## src/hw/rtl/pspi_ram.sv

```systemverilog
// Generic single-write, single-read synchronous RAM with registered read.
// No dependencies.
module pspi_ram #(
  parameter int WIDTH = 8,
  parameter int DEPTH = 16
) (
  input  logic                     clk,
  input  logic                     we,
  input  logic [$clog2(DEPTH)-1:0] waddr,
  input  logic [WIDTH-1:0]         wdata,
  input  logic [$clog2(DEPTH)-1:0] raddr,
  output logic [WIDTH-1:0]         rdata
);

  logic [WIDTH-1:0] mem [DEPTH];

  always_ff @(posedge clk) begin
    if (we) begin
      mem[waddr] <= wdata;
    end
    rdata <= mem[raddr];
  end

endmodule

```

## config.mk

```make
export PLATFORM = sky130hd
export DESIGN_NAME = pspi_ram
export DESIGN_NICKNAME = d
export VERILOG_FILES = /design/src/hw/rtl/pspi_ram.sv
export SDC_FILE = /design/constraint.sdc
export NUM_CORES = 1
export LEC_CHECK = 0
export ABC_AREA = 0
export BUFFER_PORTS_ARGS = -buffer_cell sky130_fd_sc_hd__buf_2
export CAP_MARGIN = 20
export CELL_PAD_IN_SITES_DETAIL_PLACEMENT = 0
export CELL_PAD_IN_SITES_GLOBAL_PLACEMENT = 1
export CORE_MARGIN = 1
export CORE_UTILIZATION = 53
export DETAILED_ROUTE_END_ITERATION = 10
export PLACE_DENSITY = 0.84
export SYNTH_ARGS = -nofsm -noshare
export SYNTH_HDL_FRONTEND = slang
export SYNTH_SLANG_ARGS = --single-unit
```

## constraint.sdc

```tcl
create_clock -name clk -period 2.2 [get_ports clk]
set_input_delay 0.44 -clock clk [delete_from_list [all_inputs] [get_ports clk]]
set_output_delay 0.44 -clock clk [all_outputs]
set_load 0.01 [all_outputs]
```

==> results of run 1 <==
## flip-flops by register name, indices dropped and copies added (netlist names)
signal and count:
mem 128, rdata 8
## metal layers
metal	up-vias	routed length, microns
met3	12	808
met4	0	140
met2	119	4957
li1	1094	-
met5	-	0
met1	1316	4216
## power by group
part           total, W  internal [W]  switching, W
logic          0.000276      0.000119      0.000158
registers       0.00292       0.00290     0.0000184
clock network   0.00298       0.00194       0.00104
total           0.00617       0.00496       0.00121
## layout by cell type (no fill, tap or decap), types with 5 or more instances in the layout
cell type,synthesis,final
nor2_1,13,13
buf_2,3,25
mux4_2,18,18
mux4_1,14,14
edfxtp_1,128,128
clkbuf_16,0,16
nand2_1,9,9
dfxtp_1,8,8
bufinv_16,0,5
buf_4,1,24
a22oi_1,16,16
## logic make-up (layout without fill, tap and decap cells)
family	count (synthesis)	count (layout)	share of synthesized area
AOI/OAI and AO/OA	16	16	0.02334
buffers and inverters	10	81	0.01677
DFF	136	136	0.7778
muxes	32	32	0.1502
and+or+nand+nor	35	35	0.03184
## cell type report
class,count,area (sq um),share of cell area
timing repair buffer,50,325.3,0.05273
clock inverter,13,203.9,0.03306
multi-input combinational,83,1057,0.1714
tap,129,161.4,0.02616
clock buffer,18,417.9,0.06773
sequential,136,4004,0.6490
## how the worst max path moves through the flow
stage                  start   endpoint  slack, ns  cells after the start
floorplan           waddr[2]  mem[0][0]       0.27                      2
detailed placement  raddr[0]   rdata[1]       0.28                      5
global route        rdata[3]   rdata[3]       0.68                      1
finish              rdata[3]   rdata[3]       0.74                      1
global placement    waddr[2]  mem[3][2]       0.30                      4
CTS                 rdata[3]   rdata[3]       0.71                      1
## stage by stage
step                      setup WS [ns]  power, W
after floorplan                  0.2671  0.003118
after global placement           0.2954  0.003233
after detailed placement         0.2798  0.003243
after CTS                        0.7089  0.006197
after global routing             0.6789  0.006356
final                            0.7404  0.006169
==> metrics.md, run 1 <==
| Metric | Value |
|---|---|
| Status | `complete, no violations` |
| Leading cell types by count after synthesis | `edfxtp_1, mux4_2, a22oi_1, mux4_1, nor2_1` |
| Residual DRC | `0` |
| Hold WC Path Type | `in2reg` |
| Final cell count without fillers | `429` |
| Largest net degree at the start of global routing | `33` |
| Num ports | `26` |
| Post-synthesis sequential area ratio | `0.7778` |
| Setup crit start kind | `register` |
| Area leader, netlist | `edfxtp_1` |
| Top_reg_cell synth | `edfxtp_1` |
| Met3 Use GR | `0.08044` |
| Average size of a mapped cell | `22.48 sq um` |
| Lkg Pwr | `2.125 nW` |
| CTS H-tree lvls | `4` |
| Placement Cell Area | `5548 sq um` |
| Port bufs | `25` |
| Gp weighted congestion | `0.7985` |
| RR Startpoint | `mem[0][6]` |
| Crit share post-route | `0.6634` |
| Slew margin rel. | `0.6881` |
| Global route hottest layer | `met2` |
| CTS Buffer Depth | `2` |
| Detail Placement HPWL | `6.178 mm` |
| Global-route wire length before repair | `15.28 mm` |
| Design Area, Final | `6170 sq um` |
| Util after Layout | `0.6614` |
| Final max-slew violation count | `0` |
| WL/cell | `23.59 microns` |
| Setup bufs post-CTS | `0` |
| Post-synth EDFFs | `128` |
| CP Max Fanout | `1` |
| Worst-Margin Slew | `0.4662 ns` |
| Total gr overflow | `0` |
| Final setup fails | `0` |
| Number of global-route vias before repair | `2,556` |
| Yosys top cell area share | `0.7467` |
| Syn Std Cell Area | `5147 sq um` |
| Area delta synth->final | `19.86%` |
| Final Hold Viols | `0` |
| Total wire length | `10.12 mm` |
| CTS clk-pin slew, worst paths | `0.06 ns` |
| Clock Latency Late Sink | `0.52 ns` |
| Post-CTS Resized | `0` |
| Min cycle time layout | `1.460 ns` |
| Clock root cell | `clkbuf_8` |
| Vias per std cell | `5.923` |
| Post-synth ARST share | `0` |
| Reg2reg end | `rdata[6]` |
| Antenna-violating nets left | `0` |
| Cells after DPL | `398` |
| Synth cell types | `19` |
| Setup repair after global routing missed its margin | `no` |
| Drt first pass iters | `5` |
| Delay-heaviest family, CP | `flip-flops` |
| Hold Path Depth | `1` |
| R2R Setup Slk | `0.83 ns` |
| Critical path arrival | `1.02 ns` |
| Hold buffer count at cts | `0` |
| CTS buffer count | `17` |
| Syn nets | `247` |
| Core area | `9328 sq um` |
| Setup Skew | `0.005529 ns` |
| Synth Warn # | `0` |
| CP max stage cell | `dfxtp_1` |
| TritonCTS clock tree | `yes` |
| Top-count cell post-synth | `edfxtp_1` |
| Tot GR Track Use | `0.2266` |
| Synth Register Bits | `136` |
| Hold Path End | `mem[1][6]` |
| Synth top area cells | `edfxtp_1, mux4_2, mux4_1` |
| FP Rows | `35` |
| Antenna cell count | `0` |
| Starting Density | `0.5518` |
| Largest stage delay, worst path | `0.36 ns` |
| M2 GR Usage | `0.3435` |
| Initial antenna violation count | `0` |
| Net count, final | `306` |
| Buf/Inv on CP | `1` |
| Max Clk Rate | `685.1 MHz` |
| Die Height | `100.6 microns` |
| Post-Syn Instances | `229` |
| Iteration-0 DRC Markers | `229` |
| Share of post-route cells with drive strength above 1 | `0.3267` |
| Power per cell area | `999.9 nW/um^2` |
| Crit path kind | `reg2out` |
| Cells along the critical path | `buf_2` |
| M1 GR Usage | `0.3088` |
| MaxCap Viol Count | `0` |
| CTS Sinks | `136` |
| Die width | `100.6 microns` |
| Worst Hold Slack | `0.2962 ns` |
| Fillers | `598` |
| Setup tns final | `0 ns` |
| Via count | `2,541` |
| Peak supply drop | `0.0005366 V` |
| Crit. End Element | `primary output` |
| Die area | `10,110 sq um` |
| Data required, critical path | `1.76 ns` |
| Hold path start | `wdata[6]` |
| R2R cell count | `3` |
(Power assumes the default switching activity.)
==> inputs of run 2 (changes only) <==
==> constraint.sdc (replaced) <==
create_clock -name clk -period 1.48 [get_ports clk]
set_input_delay 0.296 -clock clk [delete_from_list [all_inputs] [get_ports clk]]
set_output_delay 0.296 -clock clk [all_outputs]
set_load 0.01 [all_outputs]
==> run 2 against run 1 <==
Against the previous run:
- critical endpoint is now rdata[1]
- wire length is 0.60% higher
- worst hold slack worse by 0.13 ns
- register-to-register slack worse by 0.73 ns
- highest routed layer unchanged
- utilization is 0.71 points higher
- global-route usage is 0.17 points higher
- sequential cell count stayed put
- sequential share of layout area is 0.69 points lower
- combinational power is 56% higher
- clock power is 41% higher
- design area is 1.1% higher
- sequential power is 48% higher
==> metrics.md, run 2 (synthesized netlist as in run 1, its figures left out) <==
| Metric | Value |
|---|---|
| Status | `complete, no violations` |
| Largest net degree at the start of global routing | `23` |
| Clock Latency Late Sink | `0.51 ns` |
| Delay-heaviest family, CP | `multiplexers` |
| Number of global-route vias before repair | `2,542` |
| Tot GR Track Use | `0.2283` |
| WL/cell | `23.25 microns` |
| Crit path kind | `reg2reg` |
| Hold path start | `wdata[4]` |
| Crit share post-route | `0.9301` |
| Data required, critical path | `1.87 ns` |
| Largest reg by FF count | `mem` |
| Initial antenna violation count | `0` |
| R2R Setup Slk | `0.10 ns` |
| Num ports | `26` |
| Hold Path Depth | `1` |
| Hold buffer count at cts | `0` |
| Setup Skew | `0.005471 ns` |
| Clock root cell | `clkbuf_8` |
| MaxCap Viol Count | `0` |
| Total gr overflow | `0` |
| Max Clk Rate | `726.4 MHz` |
| Hold Path End | `mem[7][4]` |
| Final max-slew violation count | `0` |
| Reg2reg end | `rdata[1]` |
| Fillers | `577` |
| Worst-Margin Slew | `0.8426 ns` |
| Hold WC Path Type | `in2reg` |
| Die area | `10,110 sq um` |
| Max reg flops | `128` |
| Lkg Pwr | `2.165 nW` |
| Pwr Total | `0.008974 W` |
| Gp weighted congestion | `0.8132` |
| Final Hold Viols | `0` |
| Die Height | `100.6 microns` |
| Via count | `2,559` |
| Largest registers | `mem (128), rdata (8)` |
| R2R cell count | `3` |
| Placement Cell Area | `5635 sq um` |
| Iteration-0 DRC Markers | `231` |
| CTS Sinks | `136` |
| Final setup fails | `0` |
| Drt first pass iters | `5` |
| Min cycle time layout | `1.377 ns` |
| CTS buffer count | `17` |
| Setup bufs post-CTS | `0` |
| Share of post-route cells with drive strength above 1 | `0.3495` |
| Slew margin rel. | `0.4371` |
| Starting Density | `0.5518` |
| Vias per std cell | `5.842` |
| Detail Placement HPWL | `6.384 mm` |
| CTS clk-pin slew, worst paths | `0.06 ns` |
| Residual DRC | `0` |
| Antenna-violating nets left | `0` |
| CTS H-tree lvls | `4` |
| Net count, final | `314` |
| Die width | `100.6 microns` |
| Total wire length | `10.18 mm` |
| CTS Buffer Depth | `2` |
| Antenna cell count | `0` |
| RR Startpoint | `mem[1][1]` |
| Worst Hold Slack | `0.1698 ns` |
| CP Max Fanout | `1` |
| Design Area, Final | `6236 sq um` |
| FP Rows | `35` |
| Largest stage delay, worst path | `0.51 ns` |
| Register area | `4004 sq um` |
| Setup crit start kind | `register` |
| Critical path arrival | `1.77 ns` |
| Cells along the critical path | `mux4_1 > a22oi_1 > nand2_1` |
| Multi-input gate area in the final layout | `1072 sq um` |
| Commonest cells after routing, fill and taps aside | `edfxtp_1, buf_4, buf_2, mux4_2` |
| Post-CTS Resized | `0` |
| Port bufs | `25` |
| Core area | `9328 sq um` |
| Setup repair after global routing missed its margin | `no` |
| Global-route wire length before repair | `15.73 mm` |
| Peak supply drop | `0.0007615 V` |
| Buf/Inv on CP | `0` |
| Most common cell after layout, fill and taps aside | `edfxtp_1` |
| Crit. End Element | `register` |
| Area delta synth->final | `21.15%` |
| TritonCTS clock tree | `yes` |
| Power per cell area | `1439 nW/um^2` |
| CP max stage cell | `mux4_1` |
[run 2: worst max-delay path by stage]
stage | cells past startpoint | to | startpoint | slack [ns]
floorplan | 2 | mem[3][0] | waddr[2] | -0.08
global placement | 5 | rdata[1] | raddr[0] | -0.19
detailed placement | 5 | rdata[1] | raddr[0] | -0.24
CTS | 3 | rdata[1] | mem[1][1] | 0.10
global route | 3 | rdata[0] | mem[1][0] | 0.05
finish | 3 | rdata[1] | mem[1][1] | 0.10
[run 2: cell type report]
cell class,count,area share
Clock inverter,13,0.02869
Clock buffer,19,0.06762
Multi-Input combinational cell,83,0.1720
Sequential cell,136,0.6421
Tap cell,129,0.02588
Timing Repair Buffer,58,0.06380
[run 2: worst register-to-register path, delay by kind of cell (launching register included)]
kind | cells | cell delay [ns]
AO/OA/AOI/OAI | 1 | 0.28
flip-flops | 1 | 0.38
multiplexers | 1 | 0.51
AND/OR/NAND/NOR | 1 | 0.10
[run 2: stage by stage]
step / instances / TNS (ns) / setup slack, ns / utilization
after floorplan: 229 / -2.495 / -0.08215 / -
final: 438 / 0 / 0.1034 / 0.6685
after detailed placement: 406 / -4.191 / -0.2439 / 0.6042
after CTS: 438 / 0 / 0.1029 / 0.6685
after global routing: 438 / 0 / 0.04887 / 0.6685
after global placement: 406 / -4.088 / -0.1943 / 0.6042
[run 2: report_power, final]
group / leakage [nW] / total (W) / internal, W / switching [W]
Sequential: 1.22 / 0.00433 / 0.00431 / 0.0000239
Combinational: 0.655 / 0.000431 / 0.000190 / 0.000241
Clock: 0.287 / 0.00421 / 0.00272 / 0.00149
[run 2: per-layer routing]
layer  wire (microns)  track usage  part of all wire  vias up
met5                0            0                 0        -
met4              111      0.07915             0.011        0
met3              607      0.05340             0.060       10
met2             5157       0.3609              0.51      105
met1             4307       0.3171              0.42     1332
li1                 -            -                 -     1112
